## src/rtl/cmf_pkg.sv

```systemverilog
// Package for the CIE 1931 Gaussian-fit color matching pipeline.
// Holds the lobe coefficients, field widths and the Q30 exponential helper.
`timescale 1ns / 1ps

package cmf_pkg;

   localparam int WL_W    = 14;  // wavelength, Q4
   localparam int X_W     = 18;  // wavelength widened to Q8
   localparam int INV_W   = 13;  // inverse sigma, unsigned Q16
   localparam int ALPHA_W = 16;  // lobe weight, signed Q14
   localparam int T_W     = 31;  // |d| * s, Q24
   localparam int U_W     = 20;  // exponent argument below the cutoff, Q16
   localparam int EXP_W   = 19;  // interpolated exponential, signed Q16
   localparam int LOBE_W  = 35;  // alpha * exp, signed Q30
   localparam int OUT_W   = 17;  // result, signed Q2.14
   localparam int NUM_LOBES = 7;

   // Lobe order: three X lobes, then two Y lobes, then two Z lobes.
   localparam int LOBE_X0 = 0;
   localparam int LOBE_X1 = 1;
   localparam int LOBE_X2 = 2;
   localparam int LOBE_Y0 = 3;
   localparam int LOBE_Y1 = 4;
   localparam int LOBE_Z0 = 5;
   localparam int LOBE_Z1 = 6;

   typedef logic signed [ALPHA_W-1:0] alpha_arr_type [NUM_LOBES];
   typedef logic [X_W-1:0]            mu_arr_type    [NUM_LOBES];
   typedef logic [INV_W-1:0]          inv_arr_type   [NUM_LOBES];

   localparam alpha_arr_type LOBE_ALPHA = '{
      16'sd5931, 16'sd17302, -16'sd1065, 16'sd13451, 16'sd4686, 16'sd19939, 16'sd11158};
   localparam mu_arr_type LOBE_MU = '{
      18'd113152, 18'd153549, 18'd128282, 18'd145613, 18'd135910, 18'd111872, 18'd117504};
   localparam inv_arr_type LOBE_INV_LO = '{
      13'd4089, 13'd1730, 13'd3211, 13'd1396, 13'd4017, 13'd5538, 13'd2523};
   localparam inv_arr_type LOBE_INV_HI = '{
      13'd2451, 13'd2117, 13'd2503, 13'd1619, 13'd2110, 13'd1822, 13'd4751};

   // exp(-x) for x in Q30 within [0, 1], Q30 result, by a 24-term Taylor series.
   // Used only to build constant tables at elaboration.
   function automatic logic [63:0] exp_neg_q30(input logic [63:0] x);
      logic signed [63:0] acc;
      logic [63:0]        term;
      acc  = 64'sd1 <<< 30;
      term = 64'd1 << 30;
      for (int i = 1; i <= 24; i++) begin
         term = ((term * x) >> 30) / 64'(i);
         if (i[0]) begin
            acc = acc - $signed(term);
         end else begin
            acc = acc + $signed(term);
         end
      end
      if (acc < 0) begin
         acc = '0;
      end
      return acc;
   endfunction

endpackage

```

## src/rtl/cmf_sum.sv

```systemverilog
// Sums up to three Q30 lobes, rounds half up to Q14 and saturates to Q2.14.
// Depends on cmf_pkg for widths.
`timescale 1ns / 1ps

module cmf_sum (
   input  logic signed [cmf_pkg::LOBE_W-1:0] lobe_a,
   input  logic signed [cmf_pkg::LOBE_W-1:0] lobe_b,
   input  logic signed [cmf_pkg::LOBE_W-1:0] lobe_c,
   output logic signed [cmf_pkg::OUT_W-1:0]  cmf_q14
);

   localparam int SUM_W = cmf_pkg::LOBE_W + 2;
   localparam int RND_W = SUM_W - 16;

   logic signed [SUM_W-1:0] sum;
   logic signed [RND_W-1:0] rnd;

   always_comb begin
      sum = SUM_W'(lobe_a) + SUM_W'(lobe_b) + SUM_W'(lobe_c) + SUM_W'(1 << 15);
      rnd = RND_W'(sum >>> 16);
      if (rnd > RND_W'(65535)) begin
         cmf_q14 = cmf_pkg::OUT_W'(65535);
      end else if (rnd < -RND_W'(65536)) begin
         cmf_q14 = -cmf_pkg::OUT_W'(65536);
      end else begin
         cmf_q14 = cmf_pkg::OUT_W'(rnd);
      end
   end

endmodule

```

## config.mk

```make
export PLATFORM = sky130hd
export DESIGN_NAME = cmf_sum
export DESIGN_NICKNAME = d
export VERILOG_FILES = /design/src/rtl/cmf_pkg.sv /design/src/rtl/cmf_sum.sv
export SDC_FILE = /design/constraint.sdc
export NUM_CORES = 1
export LEC_CHECK = 0
export ABC_AREA = 1
export BUFFER_PORTS_ARGS = -buffer_cell sky130_fd_sc_hd__buf_2
export CAP_MARGIN = 15
export CORE_MARGIN = 1
export CORE_UTILIZATION = 40
export DETAILED_ROUTE_END_ITERATION = 10
export PLACE_DENSITY = 0.75
export SYNTH_ARGS = -nofsm -noshare
export SYNTH_HDL_FRONTEND = slang
export SYNTH_SLANG_ARGS = --single-unit
```

## constraint.sdc

```tcl
create_clock -name vclk -period 8.45
set_input_delay 1.69 -clock vclk [all_inputs]
set_output_delay 1.69 -clock vclk [all_outputs]
set_load 0.02 [all_outputs]
```

==> results of run 1 <==
-- critical path: cells and delay by family --
family / cells / cell delay (ns)
adders and majority gates: 3 / 1.19
and+or+nand+nor: 6 / 0.61
buffers and inverters: 4 / 0.37
AOI/OAI and AO/OA: 4 / 0.97
-- worst max path at each step --
stage,endpoint,startpoint,cells after the start,slack (ns)
floorplan,cmf_q14[11],lobe_a[14],17,2.42
global placement,cmf_q14[5],lobe_a[14],20,1.94
detailed placement,cmf_q14[8],lobe_a[14],20,1.89
CTS,cmf_q14[8],lobe_a[14],20,1.89
global route,cmf_q14[8],lobe_a[18],20,1.61
finish,cmf_q14[3],lobe_a[14],17,1.93
-- per-layer routing --
layer  routed length (um)  vias up
li1                     -     2080
met1                 4130     1680
met2                 3640       98
met3                  324        6
met4                   57        0
met5                    0        -
-- power by group --
part	internal, W	switching, W	leakage [nW]
Clock	0	0	0
Sequential	0	0	0
Combinational	0.000254	0.000449	2.94
Total	0.000254	0.000449	2.94
-- cells by family after synthesis --
family	count (synthesis)	share of synthesized area, %
AOI/OAI and AO/OA	75	11.3
xor gates and xnor gates	14	3.27
adders and majority gates	102	40.9
buffers and inverters	190	19.4
and+or+nand+nor	229	25.1
-- layout by cell type (no fill, tap or decap), types with 4 or more instances in the layout --
master    synthesis  layout
inv_1           187     187
nand2_1         142     142
buf_2             0     122
ha_1             68      68
nor2_1           49      49
a21oi_1          38      38
fa_1             34      34
nand3_1          15      15
o21ai_0          15      15
xor2_1            9       9
nand2_2           8       8
nor3_1            6       6
xnor2_1           5       5
o21bai_1          4       4
o21ai_1           4       4
-- final cells by class --
cell class,count,area [sq um]
Fill cell,931,4420
Inverter,188,706
Timing Repair Buffer,122,611
Tap cell,108,135
Multi-Input combinational cell,420,3020
-- metrics by stage --
stage          total power, W  area [sq um]  hold slack, ns  utilization [%]
2_1_floorplan        0.000528          3750            3.90                -
3_3_place_gp         0.000699          4470            4.17             50.3
3_5_place_dp         0.000702          4470            4.18             50.3
4_1_cts              0.000708          4470            4.17             50.3
5_1_grt              0.000799          4470            4.23             50.3
6_report             0.000702          4470            4.17             50.3
==> metrics.md, run 1 <==
| Metric | Value |
|---|---|
| Cell taking the most area after synthesis | ha_1 |
| Final #Nets | 939 |
| Outcome | finished, final reports clean |
| Area of the core | around 8900 sq um |
| GRT Total Usage | between 10% and 20% |
| Antenna violations before repair | 0 |
| Max-cap violations | 0 |
| GR Util met3 | less than 1% |
| Critical path's slowest cell | fa_1 |
| Crit Path Class | input port to output pin |
| GRT met2 Usage | 31.1% |
| Worst setup SP type | input port |
| Starting DRC count in detailed routing | 97 |
| Top cell type's share of synthesized area | roughly 23% |
| Clkbuf count | 0 |
| Row count | 34 |
| Routed wire length | 8160 um |
| Max incr delay on CP | around 0.42 ns |
| Vias in the first global route | roughly 3700 |
| Slew Limit Fails | 0 |
| Placed Cells | around 840 |
| Cell Area, Synth | about 3700 sq um |
| Worst-margin pin slew | approximately 0.46 ns |
| DRT antenna net count | 0 |
| IO Pins | between 100 and 150 |
| First-pass GRT wire length | approximately 15000 um |
| Fmax | ~0.15 GHz |
| Minimum clock period after layout | ~6.5 ns |
| Hold EP | cmf_q14[16] |
| Final setup fails | 0 |
| Area Overhead vs Synth | 19.3% |
| Num sequential | 0 |
| Global route hottest layer | met2 |
| Tightest Hold Check Type | input port to output pin |
| Final Cycle Share | about 77% |
| Number of setup buffers added after CTS | 0 |
| CP endpoint kind | output pin |
| RSZ-0062 raised after global routing | false |
| Peak supply drop | ~0.000063 V |
| Register Area | 0 sq um |
| Seq/Total Area, Yosys | 0% |
| Synth top area cells | ha_1, inv_1, fa_1 |
| Hold_buf cts | 0 |
| Mapped Nets | between 800 and 900 |
| Hold Path Depth | 7 |
| Post-CTS sizing | 0 |
| Yosys warning count | 0 |
| WL/cell | 9.74 um |
| Leakage power | 2.94 nW |
| Post-placement setup slack | around 1.9 ns |
| Most frequent cells after synthesis | inv_1, nand2_1, ha_1 |
| Dominant cell by count in the synthesized netlist | inv_1 |
| Die ar. | just under 10000 sq um |
| Hold Crit Start | lobe_c[34] |
| Post-Syn Instances | 610 |
| Final GP Congestion | approximately 0.89 |
| Max_slew headroom | 69.5% |
| Worst path cell trace | buf_2, inv_1, fa_1, inv_1, fa_1, ha_1, a21oi_1, o21ai_0, a21oi_1, nand2_2, nand2_1, nand3_1, nand2_2, nand3_2, o21ai_4, nand2_1, buf_2 |
| Drc violations | 0 |
| Final WS setup | between 1.5 and 2 ns |
| Setup TNS | 0 ns |
| Number of port buffers | between 100 and 150 |
| Layout cells sized above 1 | a little under a fifth |
| Vias per Instance | roughly 4.6 |
| Crit path arrival time | 4.83 ns |
| Die W | 98.8 um |
| GRT overflow | 0 |
| Worst Path Required | around 6.8 ns |
| Met1 GRT Util | a little under a quarter |
| Distinct cells, synth | 30 |
| Largest net degree at the start of global routing | 17 |
| Initial DRT Pass Iterations | 5 |
| Non-Filler Instances | approximately 840 |
| DP Wirelength | roughly 7500 um |
| Vias post-DR | 3864 |
| Die height | approximately 99 um |
| Average size of a mapped cell | ~6.1 sq um |
| Final Hold Fails | 0 |
| Critical Path Fanout Max | 16 |
| Initial Util | between 40% and 50% |
| P per Cell Area | between 150 and 200 nW/um^2 |
| N_diodes | 0 |
Power figures use the tool's default switching activity.
==> inputs of run 2 (changes only) <==
--- a/config.mk
+++ b/config.mk
@@ -5,13 +5,13 @@
 export SDC_FILE = /design/constraint.sdc
 export NUM_CORES = 1
 export LEC_CHECK = 0
-export ABC_AREA = 1
+export ABC_AREA = 0
 export BUFFER_PORTS_ARGS = -buffer_cell sky130_fd_sc_hd__buf_2
 export CAP_MARGIN = 15
 export CORE_MARGIN = 1
 export CORE_UTILIZATION = 40
 export DETAILED_ROUTE_END_ITERATION = 10
-export PLACE_DENSITY = 0.75
+export PLACE_DENSITY = 0.79
 export SYNTH_ARGS = -nofsm -noshare
 export SYNTH_HDL_FRONTEND = slang
 export SYNTH_SLANG_ARGS = --single-unit
==> constraint.sdc (replaced) <==
create_clock -name vclk -period 5.93
set_input_delay 1.186 -clock vclk [all_inputs]
set_output_delay 1.186 -clock vclk [all_outputs]
set_load 0.02 [all_outputs]
==> run 2 against run 1 <==
Net effect:
- area after synthesis is 5.7% lower
- wire length is 15% higher
- core utilization is 13 points higher
- power is 120% higher
- largest cell class unchanged
- largest power group unchanged
- highest routed layer unchanged
==> metrics.md, run 2 <==
| Metric | Value |
|---|---|
| RSZ-0062 raised after global routing | true |
| Most frequent cells after synthesis | inv_1, ha_1, a21oi_1, fa_1 |
| Cell Area, Synth | 3530 sq um (-5.7%) |
| Drc violations | 0 (unchanged) |
| First-pass GRT wire length | 13900 um (-5.6%) |
| CP Buf/Inv Count | 7 (+3) |
| Largest net degree at the start of global routing | 11 (-6) |
| Post-synthesis compound-gate area fraction | 23.4% (+12 points) |
| Num sequential | 0 (unchanged) |
| Commonest non-fill, non-tap cell in the layout | inv_1 |
| Slew Limit Fails | 0 (unchanged) |
| DP Wirelength | 7390 um (-1.9%) |
| Synth top area cells | ha_1, fa_1, inv_1 |
| Vias in the first global route | 3528 (-4.0%) |
| Top cell family by delay on the critical path | adder cells |
| Distinct cells, synth | 50 (+67%) |
| GRT overflow | 0 (unchanged) |
| Crit path arrival time | 4.72 ns (-0.11 ns) |
| Max-cap violations | 0 (unchanged) |
| Final GP Congestion | 0.829 (-7.1%) |
| Final Hold Fails | 0 (unchanged) |
| Max_slew headroom | 67.3% (-2.3 points) |
| Final Cycle Share | ~100% |
| Antenna violations before repair | 0 (unchanged) |
| DRT antenna net count | 0 (unchanged) |
| Minimum clock period after layout | just under 6 ns |
| Starting DRC count in detailed routing | 104 (+7.2%) |
| N_diodes | 0 (unchanged) |
| Placed Cells | 726 (-13%) |
| Design Area, Final | 5270 sq um (+18%) |
| GRT Total Usage | 18.2% (+0.72 points) |
| Yosys warning count | 0 (unchanged) |
| Peak supply drop | 0.000136 V (+120%) |
| Initial DRT Pass Iterations | 6 (+1) |
| End-of-flow core utilization | 62.9% (+13 points) |
| Max incr delay on CP | 0.53 ns (+0.11 ns) |
| Hold Crit Start | lobe_c[15] |
| Worst setup SP type | input port |
| Top cell type's share of synthesized area | 24.1% (+1.4 points) |
| Register Area | 0 sq um (unchanged) |
| Average size of a mapped cell | 7.44 sq um (+21%) |
| Fmax | between 0.15 and 0.2 GHz |
| Die height | 96.0 um (-2.8%) |
| Hold Path Depth | 7 (unchanged) |
| Synth Area in Simple Gates | 9.17% (-16 points) |
| Critical path's slowest cell | fa_1 |
| Min Hold Slack | 3.30 ns (-0.872 ns) |
| Worst-margin pin slew | 0.478 ns (+0.0232 ns) |
| IO Pins | 122 (unchanged) |
| Die ar. | 9220 sq um (-5.6%) |
| Dominant cell by count in the synthesized netlist | inv_1 |
| Initial Util | 42.2% (about the same) |
| Worst path cell trace | buf_2, inv_1, fa_1, inv_1, ha_1, ha_4, a21oi_1, nor4b_2, buf_4, a2111oi_4, nor3b_4, o21ai_2, xor2_2, o41ai_4, buf_4, buf_6, o21ai_2, buf_6 |
| Critical Path Fanout Max | 6 (-10) |
| Tightest Hold Check Type | input port to output pin |
| Mapped Nets | 682 (-17%) |
| Most frequent cells in the layout | inv_1, buf_2, ha_4 |
| Vias per Instance | 5.04 (+9.4%) |
| Leakage power | 2.89 nW (-1.5%) |
| Post-Synth XOR/XNOR Area | 5.42% (+2.1 points) |
| Clkbuf count | 0 (unchanged) |
| Crit Path Class | input port to output pin |
| WL/cell | 12.8 um (+32%) |
| Non-Filler Instances | 731 (-13%) |
| Vias post-DR | 3686 (-4.6%) |
| Post-Syn Instances | 475 (-22%) |
| P per Cell Area | 294 nW/um^2 (+87%) |
| CP endpoint kind | output pin |
| Largest family of logic cells by synthesized area | adder cells |
| Final setup fails | 0 (unchanged) |
| Cell taking the most area after synthesis | ha_1 |
| Number of port buffers | 122 (unchanged) |
| Hold EP | cmf_q14[0] |
| Post-synthesis mux area share | 0% (unchanged) |
| Post-synthesis adder-cell area fraction | 43.3% (+2.5 points) |
| Layout cells sized above 1 | 41.4% (+23 points) |
| Die W | 96.0 um (-2.8%) |
| Area of the core | 8380 sq um (-5.7%) |
| Worst Path Required | 4.74 ns (-2.02 ns) |
| Final #Nets | 835 (-11%) |
| Area Overhead vs Synth | 49.2% |
| Routed wire length | 9370 um (+15%) |
| Seq/Total Area, Yosys | 0% (unchanged) |
| Total power | 0.00155 W (+120%) |
| Outcome | finished, final reports clean |
| Row count | 33 (-2.9%) |
| Placed cell areas | 4470 sq um (-0.14%) |
run 2: cell count changes after synthesis, sizes merged, moves of 4 or more:
cell	change
a21o	+14
and3	+4
buf	+4
inv	-26
nand2	-129
nand3	-10
nand4	+4
nor2	-39
o21ai	+14
xnor2	+8
run 2: area by class of cell:
cell class,count,area (sq um)
multi-input cells,305,3500
fillers,710,3110
repair buffers,159,1040
well taps,105,131
inverters,162,608
run 2: what timing repair did:
action,4_1_cts,5_1_grt
resized for setup,16,119
setup buffers,0,4
endpoints found under the hold margin,0,0
hold buffers,0,0
endpoints found under the setup margin,16,16
cloned,0,1
pin swaps,9,62
run 2: how the worst max path moves through the flow:
stage	startpoint	end	slack, ns	depth (start not counted)
5_1_grt	lobe_a[14]	cmf_q14[6]	-0.09	18
3_5_place_dp	lobe_a[3]	cmf_q14[3]	-0.15	17
4_1_cts	lobe_a[27]	cmf_q14[0]	0.006	17
3_3_place_gp	lobe_a[5]	cmf_q14[0]	-0.02	17
2_1_floorplan	lobe_a[29]	cmf_q14[0]	0.06	14
6_report	lobe_a[11]	cmf_q14[0]	0.02	18
run 2: kinds of logic (layout without fill, tap and decap cells):
kind of cell / count (synthesis) / count (layout)
buffers and inverters: 170 / 321
XOR/XNOR: 21 / 21
AND/OR/NAND/NOR: 65 / 65
AO/OA/AOI/OAI: 117 / 117
adder cells (fa/ha/maj): 102 / 102
run 2: metal layers:
metal  vias up  share of wire, %  track usage, %
li1       1825                 -               -
met3        10               3.8            1.03
met5         -                 0               0
met1      1758                41            21.0
met2        93                54            36.9
met4         0               1.2            2.11
run 2: metrics by stage:
step | setup TNS (ns) | setup slack, ns
2_1_floorplan | 0 | 0.0565
3_3_place_gp | -0.138 | -0.0248
3_5_place_dp | -1.62 | -0.146
4_1_cts | 0 | 0.00612
5_1_grt | -1.17 | -0.0858
6_report | 0 | 0.0197
run 2: where the power goes:
group	switching (W)	total [W]	internal (W)
Sequential	0	0	0
Combinational	0.000811	0.00155	0.000742
Clock	0	0	0
run 2: tightest hold or removal path, stage by stage:
cell and delay (ns):
buf_2 0.10, fa_1 0.16, ha_1 0.15, buf_4 0.16
xnor2_1 0.14, o21ai_2 0.08, buf_6 0.14
==> inputs of run 3 (changes only) <==
==> constraint.sdc (replaced) <==
create_clock -name vclk -period 5.93
set_input_delay 1.186 -clock vclk [all_inputs]
set_output_delay 1.186 -clock vclk [all_outputs]
set_load 0.1 [all_outputs]
==> run 3 against run 2 <==
Net effect:
- the run now ends with setup timing left
- combinational power up 59%
- sequential share of layout area unchanged
- count of clock-buffer cells in the layout unchanged
- global-route usage up 3.1 points
- core utilization up 4.8 points
- setup slack worse by 0.18 ns
- flip-flop and latch count unchanged
- highest routed layer unchanged
- power up 59%
- critical path depth down 1
- worst hold slack better by 0.086 ns
- via count down 0.30%
- wire length up 6.6%
==> metrics.md, run 3 (synthesized netlist as in run 2, its figures left out) <==
| Metric | Value |
|---|---|
| Initial DRT Pass Iterations | 4 (-2) |
| Placed Cells | 730 (+0.55%) |
| Clkbuf count | 0 (unchanged) |
| Routed wire length | 9990 um (+6.6%) |
| IO Pins | 122 (unchanged) |
| Final Hold Fails | 0 (unchanged) |
| Tightest Hold Check Type | input port to output pin |
| Area of the core | 8380 sq um (unchanged) |
| Max-cap violations | 0 (unchanged) |
| Largest net degree at the start of global routing | 17 (+6) |
| Hold EP | cmf_q14[0] |
| Peak supply drop | 0.000304 V (+120%) |
| Die W | 96.0 um (unchanged) |
| Antenna violations before repair | 0 (unchanged) |
| Drc violations | 0 (unchanged) |
| Outcome | complete, but fails checks |
| Die height | 96.0 um (unchanged) |
| Final WS setup | -0.163 ns (-0.183 ns) |
| Hold Path Depth | 7 (unchanged) |
| Slew Limit Fails | 0 (unchanged) |
| Hold_buf cts | 0 (unchanged) |
| Number of port buffers | 122 (unchanged) |
| Worst Path Required | 4.74 ns (about the same) |
| N_diodes | 0 (unchanged) |
| Row count | 33 (unchanged) |
| Fillers | 650 (-8.5%) |
| WL/cell | 13.5 um (+5.0%) |
| GRT overflow | 0 (unchanged) |
| Vias post-DR | 3675 (-0.30%) |
| Final Cycle Share | 103% (+3.1 points) |
| DRT antenna net count | 0 (unchanged) |
| Num sequential | 0 (unchanged) |
| Crit Path Class | input port to output pin |
| First-pass GRT wire length | 15900 um (+15%) |
| Hold Crit Start | lobe_c[15] |
| Area Overhead vs Synth | 60.5% |
| RSZ-0062 raised after global routing | true |
| Crit path arrival time | 4.91 ns (+0.19 ns) |
| Vias per Instance | 4.95 (-1.8%) |
| Leakage power | 3.05 nW (+5.5%) |
| Final #Nets | 846 (+1.3%) |
| P per Cell Area | 435 nW/um^2 (+48%) |
| Max_slew headroom | 70.1% (+2.8 points) |
| CP endpoint kind | output pin |
| Fmax | 0.164 GHz (-3.0%) |
| Die ar. | 9220 sq um (unchanged) |
| DP Wirelength | 7780 um (+5.2%) |
| Register Area | 0 sq um (unchanged) |
| Most frequent cells in the layout | inv_1, buf_2, buf_4 |
| Final setup fails | 16 (+16) |
| Worst-margin pin slew | 0.447 ns (-0.0311 ns) |
| GRT Total Usage | 21.3% (+3.1 points) |
| Starting DRC count in detailed routing | 159 (+53%) |
| Critical Path Fanout Max | 8 (+2) |
| Layout cells sized above 1 | 41.9% (+0.54 points) |
| Worst setup SP type | input port |
| Initial Util | 42.2% (unchanged) |
| Setup TNS | -2.04 ns (-2.04 ns) |
| Vias in the first global route | 3770 (+6.9%) |
| Design Area, Final | 5670 sq um (+7.6%) |
| Commonest non-fill, non-tap cell in the layout | inv_1 |
| Placed cell areas | 5090 sq um (+14%) |
| Violated checks | setup timing |
| Final GP Congestion | 0.894 (+7.8%) |
| Minimum clock period after layout | 6.09 ns (+0.183 ns) |
| Non-Filler Instances | 742 (+1.5%) |
[run 3: how the worst max path moves through the flow]
stage	start	depth (start not counted)	to
after CTS	lobe_c[3]	17	cmf_q14[13]
after detailed placement	lobe_a[3]	17	cmf_q14[3]
after global placement	lobe_c[25]	17	cmf_q14[8]
final	lobe_c[4]	17	cmf_q14[0]
after floorplan	lobe_c[25]	15	cmf_q14[8]
after global routing	lobe_a[5]	17	cmf_q14[15]
[run 3: per-stage QoR]
step,setup WS (ns),utilization [%],power [W],hold slack (ns)
global placement,-0.0595,60.7,0.00219,3.35
detailed placement,-0.161,60.7,0.00222,3.38
finish,-0.163,67.7,0.00247,3.39
CTS,-0.0361,66.0,0.00239,3.38
global route,-0.275,67.7,0.00261,3.45
floorplan,-0.307,-,0.00152,3.18
[run 3: area by class of cell]
type | count | area (sq um) | share of cell area (%)
multi-input combinational | 305 | 3620 | 63.8
timing repair buffer | 170 | 1310 | 23.1
inverter | 162 | 616 | 10.8
tap | 105 | 131 | 2.32
[run 3: critical path: stages]
cell and delay, ns:
buf_6 0.07, inv_2 0.03, fa_1 0.55, inv_2 0.05
ha_4 0.22, ha_4 0.26, o21a_1 0.14, nor2_1 0.05
or3_4 0.41, a2111oi_4 0.47, nor3b_4 0.09, o21ai_2 0.17
xor2_2 0.14, o41ai_4 0.51, clkbuf_16 0.29, o21ai_4 0.08
buf_12 0.17
[run 3: power by group]
group,leakage [nW],internal (W),switching (W)
logic,3.05,0.00101,0.00146
clock network,0,0,0
registers,0,0,0
[run 3: routing by layer]
metal	GRT usage (%)	vias to the layer above	share of wire (%)
li1	-	1852	-
met1	25.4	1691	41
met2	41.5	121	54
met3	1.11	11	4.6
met4	3.98	0	1.0
met5	0	-	0
[run 3: what timing repair did]
item                       4_1_cts  5_1_grt
resized for setup               48       16
setup endpoints to repair       16       16
pin swaps                       35       17
gates cloned                     1        1
setup buffers                    7        3
